$ cat src/b64d_pkg.sv
package b64d_pkg;

    // Symbol value for every byte outside the alphabet ('=', whitespace, junk)
    localparam logic [6:0] SYM_NONE = 7'd64;

    localparam logic [7:0] CHR_UP_A  = 8'h41;
    localparam logic [7:0] CHR_UP_Z  = 8'h5A;
    localparam logic [7:0] CHR_LO_A  = 8'h61;
    localparam logic [7:0] CHR_LO_Z  = 8'h7A;
    localparam logic [7:0] CHR_DIG_0 = 8'h30;
    localparam logic [7:0] CHR_DIG_9 = 8'h39;
    localparam logic [7:0] CHR_PLUS  = 8'h2B;
    localparam logic [7:0] CHR_SLASH = 8'h2F;

    localparam logic [7:0] OFS_LO  = 8'd26;
    localparam logic [7:0] OFS_DIG = 8'd52;
    localparam logic [6:0] SYM_PLUS  = 7'd62;
    localparam logic [6:0] SYM_SLASH = 7'd63;

    // Input word: one encoded character
    typedef struct packed {
        logic [7:0] char_in;
        logic       end_of_input;
    } t_in_word;

    // Output word: one decoded byte
    typedef struct packed {
        logic [7:0] byte_out;
        logic       last_of_group;
    } t_out_word;

    // One completed group: bytes packed to the front, count of 1 to 3
    typedef struct packed {
        logic [2:0][7:0] bytes;
        logic [1:0]      n_bytes;
    } t_group;

    // Queue status seen by front and back
    typedef struct packed {
        logic full;
        logic empty;
    } t_q_stat;

    // Map a character to its 7-bit symbol value
    function automatic logic [6:0] map_symbol(input logic [7:0] c);
        logic [7:0] v;
        v = {1'b0, SYM_NONE};
        if (c >= CHR_UP_A && c <= CHR_UP_Z) begin
            v = c - CHR_UP_A;
        end else if (c >= CHR_LO_A && c <= CHR_LO_Z) begin
            v = c - CHR_LO_A + OFS_LO;
        end else if (c >= CHR_DIG_0 && c <= CHR_DIG_9) begin
            v = c - CHR_DIG_0 + OFS_DIG;
        end else if (c == CHR_PLUS) begin
            v = {1'b0, SYM_PLUS};
        end else if (c == CHR_SLASH) begin
            v = {1'b0, SYM_SLASH};
        end
        return v[6:0];
    endfunction

endpackage

$ cat src/b64d_front.sv
module b64d_front (
    input  logic               i_clk,
    input  logic               i_rst_n,
    input  logic               i_in_valid,
    input  b64d_pkg::t_in_word i_in_word,
    output logic               o_in_ready,
    input  b64d_pkg::t_q_stat  i_q_stat,
    output logic               o_push,
    output b64d_pkg::t_group   o_group
);
    import b64d_pkg::*;

    logic [1:0] r_count, n_count;
    logic [2:0][6:0] r_held;
    logic [6:0] sym;
    logic       accept;
    logic [7:0] b0, b1, b2;
    logic       s2_ok, s3_ok;

    // Only the fourth symbol needs room in the queue
    assign o_in_ready = (r_count != 2'd3) || !i_q_stat.full;
    assign accept     = i_in_valid && o_in_ready;
    assign sym        = map_symbol(i_in_word.char_in);

    // Byte assembly from the three held symbols and the current one
    assign b0 = {r_held[0][5:0], 2'b00} + {5'd0, r_held[1][6:4]};
    assign b1 = {r_held[1][3:0], 4'b0000} + {3'd0, r_held[2][6:2]};
    assign b2 = {r_held[2][1:0], 6'd0} + {1'b0, sym};
    assign s2_ok = (r_held[2] != SYM_NONE);
    assign s3_ok = (sym != SYM_NONE);

    always_comb begin
        o_push          = accept && (r_count == 2'd3);
        o_group.bytes[0] = b0;
        o_group.bytes[1] = s2_ok ? b1 : b2;
        o_group.bytes[2] = b2;
        o_group.n_bytes  = 2'd1 + {1'b0, s2_ok} + {1'b0, s3_ok};
    end

    // Symbol counter, cleared at group end and at end of input
    always_comb begin
        n_count = r_count;
        if (accept) begin
            n_count = (r_count == 2'd3) ? 2'd0 : r_count + 2'd1;
            if (i_in_word.end_of_input) begin
                n_count = 2'd0;
            end
        end
    end

    always_ff @(posedge i_clk) begin
        if (!i_rst_n) begin
            r_count <= 2'd0;
            r_held  <= '0;
        end else begin
            r_count <= n_count;
            if (accept && r_count != 2'd3) begin
                r_held[r_count] <= sym;
            end
        end
    end

endmodule

$ cat src/b64d_queue.sv
module b64d_queue #(
    parameter int DEPTH = 4
) (
    input  logic              i_clk,
    input  logic              i_rst_n,
    input  logic              i_push,
    input  b64d_pkg::t_group  i_group,
    input  logic              i_pop,
    output b64d_pkg::t_group  o_head,
    output b64d_pkg::t_q_stat o_stat
);
    import b64d_pkg::*;

    localparam int PW = (DEPTH > 1) ? $clog2(DEPTH) : 1;
    localparam int CW = $clog2(DEPTH + 1);

    t_group          r_mem [DEPTH];
    logic [PW-1:0]   r_wr_ptr, r_rd_ptr;
    logic [CW-1:0]   r_cnt;
    logic            do_push, do_pop;

    assign o_stat.full  = (r_cnt == CW'(DEPTH));
    assign o_stat.empty = (r_cnt == '0);
    assign do_push      = i_push && !o_stat.full;
    assign do_pop       = i_pop && !o_stat.empty;
    assign o_head       = r_mem[r_rd_ptr];

    function automatic logic [PW-1:0] ptr_inc(input logic [PW-1:0] p);
        return (p == PW'(DEPTH - 1)) ? '0 : p + 1'b1;
    endfunction

    // Storage
    always_ff @(posedge i_clk) begin
        if (do_push) begin
            r_mem[r_wr_ptr] <= i_group;
        end
    end

    // Pointers and fill count
    always_ff @(posedge i_clk) begin
        if (!i_rst_n) begin
            r_wr_ptr <= '0;
            r_rd_ptr <= '0;
            r_cnt    <= '0;
        end else begin
            if (do_push) r_wr_ptr <= ptr_inc(r_wr_ptr);
            if (do_pop)  r_rd_ptr <= ptr_inc(r_rd_ptr);
            if (do_push && !do_pop) begin
                r_cnt <= r_cnt + 1'b1;
            end else if (do_pop && !do_push) begin
                r_cnt <= r_cnt - 1'b1;
            end
        end
    end

    a_no_push_full: assert property (@(posedge i_clk) disable iff (!i_rst_n)
        i_push |-> !o_stat.full)
        else $error("group pushed into full queue");
    a_no_pop_empty: assert property (@(posedge i_clk) disable iff (!i_rst_n)
        i_pop |-> !o_stat.empty)
        else $error("pop from empty queue");
    a_cnt_track: assert property (@(posedge i_clk) disable iff (!i_rst_n)
        (do_push && !do_pop) |=> (r_cnt == $past(r_cnt) + 1'b1))
        else $error("fill count lost a push");

endmodule

$ cat src/b64d_back.sv
module b64d_back (
    input  logic                i_clk,
    input  logic                i_rst_n,
    input  b64d_pkg::t_group    i_head,
    input  b64d_pkg::t_q_stat   i_q_stat,
    output logic                o_pop,
    output logic                o_out_valid,
    output b64d_pkg::t_out_word o_out_word,
    input  logic                i_out_ready
);
    import b64d_pkg::*;

    logic [1:0] r_idx;
    logic       last;
    logic       accept;

    // Walk the bytes of the head group, one per accepted word
    assign last        = ((r_idx + 2'd1) == i_head.n_bytes);
    assign o_out_valid = !i_q_stat.empty;
    assign accept      = o_out_valid && i_out_ready;
    assign o_pop       = accept && last;

    always_comb begin
        o_out_word.byte_out      = i_head.bytes[r_idx];
        o_out_word.last_of_group = last;
    end

    always_ff @(posedge i_clk) begin
        if (!i_rst_n) begin
            r_idx <= 2'd0;
        end else if (accept) begin
            r_idx <= last ? 2'd0 : r_idx + 2'd1;
        end
    end

endmodule

$ cat src/base64_stream_decoder_top.sv
// A group enters the queue with its fourth character; its bytes are read from the head.
// Throughput: one character per cycle; a group gives 1 to 3 bytes, one per i_out_ready cycle.
// The input stalls only on a group-completing character while the group queue is full.
// The queue holds QUEUE_DEPTH groups between the decoder front and the byte serializer.
// Reset (synchronous, active low) clears symbol count, held symbols and the queue.
module base64_stream_decoder_top #(
    parameter int QUEUE_DEPTH = 4
) (
    input  logic                i_clk,
    input  logic                i_rst_n,
    input  logic                i_in_valid,
    input  b64d_pkg::t_in_word  i_in_word,
    output logic                o_in_ready,
    output logic                o_out_valid,
    output b64d_pkg::t_out_word o_out_word,
    input  logic                i_out_ready
);
    import b64d_pkg::*;

    t_group  push_group, head_group;
    t_q_stat q_stat;
    logic    push, pop;

    // Character intake and group assembly
    b64d_front u_front (
        .i_clk      (i_clk),
        .i_rst_n    (i_rst_n),
        .i_in_valid (i_in_valid),
        .i_in_word  (i_in_word),
        .o_in_ready (o_in_ready),
        .i_q_stat   (q_stat),
        .o_push     (push),
        .o_group    (push_group)
    );

    // Group queue
    b64d_queue #(
        .DEPTH (QUEUE_DEPTH)
    ) u_queue (
        .i_clk   (i_clk),
        .i_rst_n (i_rst_n),
        .i_push  (push),
        .i_group (push_group),
        .i_pop   (pop),
        .o_head  (head_group),
        .o_stat  (q_stat)
    );

    // Byte serializer
    b64d_back u_back (
        .i_clk       (i_clk),
        .i_rst_n     (i_rst_n),
        .i_head      (head_group),
        .i_q_stat    (q_stat),
        .o_pop       (pop),
        .o_out_valid (o_out_valid),
        .o_out_word  (o_out_word),
        .i_out_ready (i_out_ready)
    );

endmodule
$ cat config.mk
export PLATFORM = sky130hd
export DESIGN_NAME = base64_stream_decoder_top
export DESIGN_NICKNAME = d
export VERILOG_FILES = /design/src/b64d_pkg.sv /design/src/b64d_front.sv /design/src/b64d_queue.sv /design/src/b64d_back.sv /design/src/base64_stream_decoder_top.sv
export SDC_FILE = /design/constraint.sdc
export NUM_CORES = 1
export LEC_CHECK = 0
export BUFFER_PORTS_ARGS = -buffer_cell sky130_fd_sc_hd__buf_2
export CELL_PAD_IN_SITES_DETAIL_PLACEMENT = 1
export CELL_PAD_IN_SITES_GLOBAL_PLACEMENT = 1
export CORE_ASPECT_RATIO = 1.4
export CORE_MARGIN = 8
export CORE_UTILIZATION = 56
export DETAILED_ROUTE_END_ITERATION = 16
export GPL_ROUTABILITY_DRIVEN = 0
export PLACE_DENSITY = 0.95
export SYNTH_ARGS = -nofsm -noshare
export SYNTH_HDL_FRONTEND = slang
export SYNTH_SLANG_ARGS = --single-unit
$ cat constraint.sdc
create_clock -name i_clk -period 8.5 [get_ports i_clk]
set_input_delay 1.7 -clock i_clk [delete_from_list [all_inputs] [get_ports i_clk]]
set_output_delay 1.7 -clock i_clk [all_outputs]
set_load 0.02 [all_outputs]
== After elaboration in Yosys (flattened, before gate mapping) ==
Memory sizes are Yosys's and may differ from the RTL's. A register that Yosys moved wholly into a read port is not among the register bits.
Cells that the tools add are included.

* Bits in registers: 32
* Latch bits: 0
* RAM bits: 104
* Bits in read-only memories: 0
* Output and inout bits: 11
* Word-level logic and storage cells: 86
* Memories: 1

{| class="wikitable"
|+ Memories
! name !! depth !! width !! read ports !! clocked after Yosys merged registers in !! write ports !! line !! RTL
|-
| u_queue.r_mem || 4 || 26 || 1 || 1 || 1 || b64d_queue.sv:17 || <nowiki>t_group r_mem [DEPTH];</nowiki>
|}

* $add $sub $neg: 16
* Multipliers: 0
* Div/mod/pow operators: 0
* Magnitude comparators: 9
* Equal/unequal tests: 10
* Shift-type cells: 0
* Muxes and demuxes: 22
* Bitwise operators: 0
* Reduce and logical (&&, ||, !) cells: 20

{| class="wikitable"
|+ Operator list
! operator !! count
|-
| $mux W7 || 6
|-
| $bwmux W21 || 1
|-
| $bmux W8 S2 || 1
|-
| $eq A8 B6 Y1 const B || 2
|-
| $ge A8 B7 Y1 const B || 2
|-
| $le A8 B7 Y1 const B || 2
|-
| $mux W8 || 2
|-
| $demux W7 S2 || 1
|-
| $mux W2 || 7
|-
| $ne A7 B7 Y1 const B || 2
|-
| $sub A7 B7 Y7 const B || 2
|-
| $logic_and A1 B1 Y1 || 13
|-
| $add A2 B1 Y2 const B || 4
|-
| $add A8 B3 Y8 || 1
|-
| $add A8 B5 Y8 || 1
|-
| $add A8 B7 Y8 || 1
|-
| $ge A8 B6 Y1 const B || 1
|-
| $le A8 B6 Y1 const B || 1
|-
| $add A7 B5 Y7 const B || 1
|-
| $add A7 B6 Y7 const B || 1
|-
| $sub A7 B6 Y7 const B || 1
|-
| $eq A2 B2 Y1 const B || 3
|-
| $lt A2 B3 Y1 const B || 2
|-
| $mux W3 || 2
|-
| 13 further kinds || 17
|}

== Depth between registers and ports, before layout ==
Gate-level depths: netlist of the first run.

* Word-level depth: 10
* Gate-level depth with buffers: 11
* Gate-level depth less buffers: 10

== Hierarchy ==
A second synthesis of the first run with hierarchy kept.

* Cells, all modules: 460
* Area total of the unflattened synthesis: 6,453.7 µm²

{| class="wikitable"
|+ By module, submodules not included
! module !! instances !! cells each !! area each (µm²) !! sequential area each (µm²)
|-
| b64d_queue || 1 || 187 || 4,277.9 || 3,303.2
|-
| b64d_front || 1 || 228 || 1,861.8 || 440.4
|-
| b64d_back || 1 || 45 || 314.1 || 40.0
|}

== Worst setup path after synthesis of the first run ==
No wires, ideal clock.

* Path type: input-to-reg
* Start point: input port i_in_word[3] in the netlist's numbering
* End point: memory u_queue.r_mem[0][0] in the netlist's numbering, data pin
* Data arrival time: 3.333 ns
* Data required time: 8.243 ns
* Slack: 4.910 ns
* Stages: 9
* Path buffers: 0
* Cell sequence: inv_1 > ha_1 > a21o_1 > o311ai_2 > nand2_1 > a2bb2oi_1 > nor4_1 > ha_1 > inv_1

{| class="wikitable"
|+ RTL lines
! item !! line !! RTL
|-
| start: declaration || base64_stream_decoder_top.sv:12 || <nowiki>input b64d_pkg::t_in_word i_in_word,</nowiki>
|-
| end: declaration || b64d_queue.sv:17 ||
|}

==> summary.md, run 1 <==
| Metric | Value |
|---|---|
| Initial core utilization | `0.572` |
| Die X-Extent | `105 um` |
| Final Critical Period | `between 4 and 5 ns` |
| Sw Ratio | `0.207` |
| #FFs+latches synth | `137` |
| GR Util met3 | `0.0537` |
| Met2 Use GR | `0.418` |
| Crit share post-route | `0.531` |
| Crit Path Max Fanout | `26` |
| HPWL Detailed | `9.84 mm` |
| Worst EP arrival | `2.81 ns` |
| Num ports | `24` |
| Largest net degree at the start of global routing | `33` |
| Yosys warnings | `0` |
| Setup-failing EPs final | `0` |
| First-pass GRT wire length | `25.5 mm` |
| Clk root buf | `clkbuf_16` |
| Post-CTS Setup Inserts | `0` |
| Most used DFF post-synth | `edfxtp_1` |
| Via Count | `3847` |
| Slew @ Worst Pin | `a little under 1 ns` |
| Slew Viols, Final | `0` |
| Hold Crit Class | `reg -> reg` |
| Share of layout cells above drive strength 1 | `0.196` |
| Met1 Use GR | `0.254` |
| Largest area contributor in the netlist | `edfxtp_1` |
| DIE AREA | `0.0146 sq mm` |
| Leakage | `between 2 and 3 nW` |
| Area Growth Syn to Fin | `14.7%` |
| Synth area leaders | `edfxtp_1 (51%), dfxtp_1 (11%), mux4_2 (9.5%)` |
| Antenna violations before repair | `0` |
| Flop pwr share | `0.450` |
| Vias per cell | `6.30` |
| CTS sink cnt | `around 140` |
| Setup TNS | `0 ns` |
| Clk pwr share | `0.507` |
| Most common cell after layout, fill and taps aside | `edfxtp_1` |
| Core Area | `0.0108 sq mm` |
| Filler cell count | `992` |
| Commonest cells after routing, fill and taps aside | `edfxtp_1 (104), dfxtp_1 (32), inv_1 (27)` |
| Worst VDD drop | `0.143 mV` |
| Layer with the highest usage | `met2` |
| Internal | `1.28 mW` |
| Die height | `140 um` |
| GRT overflow | `0` |
| Setup Skew | `0.00886 ns` |
| Mapped Area | `0.00615 sq mm` |
| # diodes | `0` |
| Number of synthesized flops with an enable pin | `104` |
| Max-slew headroom | `0.359` |
| Post-Syn Nets | `roughly 470` |
| Total power draw | `between 1.5 and 2 mW` |
| Critical path class | `reg -> out` |
| Pwr dens | `around 230 mW/mm^2` |
| Status | `complete, no violations` |
| Gate Count Post-Synth | `about 430` |
| Reg clk slew, reported paths | `around 0.060 ns` |
| Clock Tree Buf Depth | `2` |
| NumNets Final | `495` |
| Syn_area_per_cell | `around 14 sq um` |
| Hold Vio Cnt, Final | `0` |
| Synth async-reset ratio | `0` |
| Highest clock rate | `approximately 220 MHz` |
| Residual DRC | `0` |
| I/O Buffers | `23` |
| Type of origin of the critical path | `register` |
| Initial drt markers | `306` |
| Row cnt | `45` |
| Post-route ant nets | `0` |
| CTS tree | `yes` |
| Post-CTS sizing | `0` |
| Cell variety after synth | `49` |
| Pre-Repair DR Iteration Count | `5` |
| Vias in the first global route | `4277` |
| Clk_lat worst skew | `0.42 ns` |
| Critical path endpoint category | `output pin` |
| Combinational share of power | `0.042` |
| Unrepaired setup endpoints after global routing | `no` |
| Total CTS buffers | `17` |
| Synth top area share | `0.508` |
| Drt wl/cell | `27.0 um` |
| Footprint of the multi-input gates | `between 0.002 and 0.0025 sq mm` |
| Sw Pwr | `approximately 0.34 mW` |
| Final WL | `16.5 mm` |
| Register area | `0.00378 sq mm` |
| WP data required | `6.80 ns` |
| Gr usage total | `0.233` |
| Seq/Total Area, Yosys | `0.616` |
| H-tree depth | `4` |
| CTS Hold Buffers Added | `0` |
| Total of max-cap violations | `0` |
[synth_stat cells, types with 2 or more instances]
master and number:
nand2b_1 4, clkbuf_1 9, or3_1 3, a21oi_1 23, nand2_1 21, nand3_1 9
a22oi_1 2, nor2b_1 17, dfxtp_1 33, mux2i_1 21, xnor2_1 7, ha_1 24
o21ai_0 17, buf_2 3, o21a_1 2, o21bai_1 5, o221a_2 2, o21ai_1 2
o22a_1 2, a21boi_0 3, xor2_1 6, and2_1 11, mux4_2 26, o22ai_1 8
nor4_1 3, a31oi_1 2, inv_1 27, buf_1 3, edfxtp_1 104, nor2_1 10
[final cells by class]
type,count,area share
Sequential cell,137,0.537
Multi-Input combinational cell,246,0.309
Clock buffer,21,0.0653
Clock inverter,11,0.0277
Tap cell,141,0.0250
Timing Repair Buffer,28,0.0217
Inverter,27,0.0144
[kinds of logic after synthesis]
| kind of cell | share of synthesized area |
|---|---|
| AO/OA/AOI/OAI | 0.0769 |
| XOR/XNOR | 0.0212 |
| flip-flops | 0.616 |
| AND/OR/NAND/NOR | 0.0729 |
| multiplexers | 0.131 |
| adder cells (fa/ha/maj) | 0.0521 |
| buffers and inverters | 0.0301 |
[flip-flops by register name, summed over array words and instances, names as in the netlist, named ones only]
signal and count:
u_queue.r_rd_ptr 2, u_queue.r_mem 104, u_front.r_count 2, u_queue.r_wr_ptr 2, u_queue.r_cnt 3, u_front.r_held 20, u_back.r_idx 2
[worst paths after layout]
kind | end | startpoint | slack, ns | cells past startpoint
worst max-delay path | o_out_word[0] | register | 3.99 | 4
worst min-delay path | register | u_queue.r_rd_ptr[1]$_SDFFE_PN0P_ | 0.53 | 2
worst max register to register | u_queue.r_cnt[2]$_SDFFE_PN0P_ | register | 4.95 | 10
worst min register to register | register | u_queue.r_rd_ptr[1]$_SDFFE_PN0P_ | 0.53 | 2
[power groups by stage]
stage / logic [mW] / clock network (mW) / registers, mW
after floorplan: 0.0444 / 0 / 0.740
after global placement: 0.0588 / 0 / 0.742
after detailed placement: 0.0649 / 0 / 0.743
after CTS: 0.0680 / 0.830 / 0.729
after global routing: 0.0740 / 0.853 / 0.730
final: 0.0688 / 0.822 / 0.730
[critical path: stages (launching register included)]
cell and delay [ns]:
dfxtp_2 0.96, mux4_2 0.68, xnor2_2 0.21, mux2i_1 0.31, buf_2 0.23
[layer usage]
layer / part of all wire / wire (um) / up-vias
met1: 0.37 / 6140 / 1976
met4: 0.033 / 545 / 0
met3: 0.044 / 731 / 44
met5: 0 / 0 / -
met2: 0.55 / 9070 / 168
li1: - / - / 1659
[through the flow]
step | util | instance area [sq um] | cells | setup WS, ns | hold slack, ns
finish | 0.655 | 7050 | 611 | 3.99 | 0.527
global route | 0.655 | 7050 | 611 | 3.79 | 0.547
CTS | 0.655 | 7050 | 611 | 3.91 | 0.531
detailed placement | 0.595 | 6390 | 579 | 4.21 | 0.513
global placement | 0.595 | 6390 | 579 | 4.43 | 0.450
floorplan | - | 6150 | 428 | 4.91 | 0.440
(Power assumes the default switching activity.)
==> run 2, diff against run 1 <==
- CORE_UTILIZATION: 56 -> 52
- PLACE_DENSITY: 0.95 -> 0.91
- clock period: 8.5 -> 4.47 ns (I/O delays scaled with it)
==> run 2 against run 1 <==
  * Via count down 2.0%
  * Critical path depth is 1 higher
  * Largest power group unchanged
  * Wire length is 9.3% lower
==> summary.md, run 2 (synthesis results as in run 1) <==
| Metric | Value |
|---|---|
| Setup Skew | `0.00723 ns (-0.00163 ns)` |
| Die height | `145 um (+3.3%)` |
| CTS tree | `yes` |
| Hold Crit Class | `reg -> reg` |
| Fin worst setup slack | `1.03 ns (-2.96 ns)` |
| Largest net degree at the start of global routing | `33 (unchanged)` |
| CTS sink cnt | `137 (unchanged)` |
| Pwr dens | `416 mW/mm^2 (+81%)` |
| Slew @ Worst Pin | `0.832 ns (-0.129 ns)` |
| Vias per cell | `6.08 (-3.4%)` |
| Max reg flops | `104 (unchanged)` |
| Worst VDD drop | `0.273 mV (+90%)` |
| Residual DRC | `0 (unchanged)` |
| DIE AREA | `0.0156 sq mm (+6.7%)` |
| Type of origin of the critical path | `register` |
| Max-slew headroom | `0.443 (+0.0837)` |
| Total of max-cap violations | `0 (unchanged)` |
| Total power draw | `2.91 mW (+80%)` |
| Post-route ant nets | `0 (unchanged)` |
| Worst EP arrival | `2.55 ns (-0.26 ns)` |
| Via Count | `3771 (-2.0%)` |
| Share of layout cells above drive strength 1 | `0.201 (+0.00510)` |
| Total CTS buffers | `17 (unchanged)` |
| WP data required | `3.58 ns (-3.22 ns)` |
| Final Critical Period | `roughly 3.4 ns` |
| Post-CTS Setup Inserts | `0 (unchanged)` |
| Die X-Extent | `108 um (+3.2%)` |
| Crit Path Max Fanout | `14 (-46%)` |
| Worst path slowest cell | `dfxtp_2` |
| CTS Hold Buffers Added | `0 (unchanged)` |
| Largest regs | `u_queue.r_mem (104), u_front.r_held (20), u_queue.r_cnt (3)` |
| HPWL Detailed | `9.32 mm (-5.3%)` |
| Slowest stage delay, CP | `0.69 ns (-0.27 ns)` |
| Status | `complete, no violations` |
| Critical path cell sequence | `buf_4 > mux4_2 > mux2i_1 > o22ai_1 > buf_2` |
| Clk_lat worst skew | `0.42 ns (about the same)` |
| Footprint of the multi-input gates | `0.00218 sq mm (unchanged)` |
| Placed Instance Area | `0.00642 sq mm (+0.47%)` |
| Vias in the first global route | `4186 (-2.1%)` |
| Fin Hold WS | `0.515 ns (-0.0124 ns)` |
| Most common cell after layout, fill and taps aside | `edfxtp_1` |
| Core Area | `0.0117 sq mm (+8.8%)` |
| Row cnt | `47 (+4.4%)` |
| Initial core utilization | `0.525 (-0.0463)` |
| Antenna violations before repair | `0 (unchanged)` |
| First-pass GRT wire length | `24.1 mm (-5.6%)` |
| Clock Tree Buf Depth | `2 (unchanged)` |
| Num ports | `24 (unchanged)` |
| Drt wl/cell | `24.1 um (-11%)` |
| Setup TNS | `0 ns (unchanged)` |
| H-tree depth | `4 (unchanged)` |
| Post-route cell area | `0.00701 sq mm (-0.57%)` |
| Leakage | `2.51 nW (-0.26%)` |
| Unrepaired setup endpoints after global routing | `no` |
| Critical path endpoint category | `output pin` |
| GRT overflow | `0 (unchanged)` |
| Filler cell count | `1109 (+12%)` |
| Register area | `0.00378 sq mm (unchanged)` |
| Reg clk slew, reported paths | `0.06 ns (about the same)` |
| Post-CTS sizing | `0 (unchanged)` |
| Gr usage total | `0.210 (-0.0235)` |
| Hold Vio Cnt, Final | `0 (unchanged)` |
| Setup WS pre-CTS | `1.06 ns (-3.15 ns)` |
| Commonest cells after routing, fill and taps aside | `edfxtp_1 (104), dfxtp_1 (32), inv_1 (27)` |
| Setup-failing EPs final | `0 (unchanged)` |
| NumNets Final | `498 (+0.61%)` |
| Initial drt markers | `294 (-3.9%)` |
| Area Growth Syn to Fin | `14.0%` |
| # diodes | `0 (unchanged)` |
| Most flop-heavy register | `u_queue.r_mem` |
| Final WL | `15.0 mm (-9.3%)` |
| Slew Viols, Final | `0 (unchanged)` |
| Pre-Repair DR Iteration Count | `5 (unchanged)` |
| Crit share post-route | `0.770` |
| Clk root buf | `clkbuf_16` |
| Critical path class | `reg -> out` |
| I/O Buffers | `23 (unchanged)` |
| Highest clock rate | `290 MHz` |
run 2: changes by cell type in the layout (fill, tap and decap cells not counted), moves of 2 or more:
| cell | previous run | this run |
|---|---|---|
| buf_4 | 5 | 8 |
| bufinv_16 | 5 | 3 |
| clkbuf_8 | 2 | 0 |
| clkinv_2 | 1 | 6 |
run 2: layout make-up:
cell class / count / area share
repair buffers: 31 / 0.0250
clock inverters: 13 / 0.0218
flip-flops and latches: 137 / 0.540
well taps: 147 / 0.0262
inverters: 27 / 0.0145
clock buffers: 19 / 0.0618
multi-input cells: 246 / 0.311
run 2: path summary, 6_finish.rpt:
check | slack [ns] | endpoint | depth (start not counted) | startpoint
worst min-delay path | 0.52 | register | 2 | u_queue.r_rd_ptr[1]$_SDFFE_PN0P_
worst max register to register | 1.21 | u_queue.r_cnt[2]$_SDFFE_PN0P_ | 10 | register
worst min register to register | 0.52 | register | 2 | u_queue.r_rd_ptr[1]$_SDFFE_PN0P_
worst max-delay path | 1.03 | o_out_word[7] | 5 | register
run 2: worst max-delay path: cells and delay by family (launching register included):
kind	cells	cell delay, ns
mux	2	0.75
flops	1	0.69
buf+inv	2	0.57
compound gates	1	0.11
run 2: layer usage:
metal | global-route usage | wire length (um) | vias up
li1 | - | - | 1670
met1 | 0.231 | 5770 | 1934
met2 | 0.365 | 8040 | 128
met3 | 0.0562 | 692 | 39
met4 | 0.101 | 455 | 0
met5 | 0 | 0 | -
run 2: metrics by stage:
| step | util | cells |
|---|---|---|
| after global routing | 0.599 | 620 |
| after global placement | 0.549 | 588 |
| after floorplan | - | 428 |
| final | 0.599 | 620 |
| after detailed placement | 0.549 | 588 |
| after CTS | 0.599 | 620 |
run 2: report_power, final:
part / switching [mW] / internal (mW)
Sequential: 0.00940 / 1.38
Clock: 0.529 / 0.872
Combinational: 0.0816 / 0.0457
Total: 0.620 / 2.29
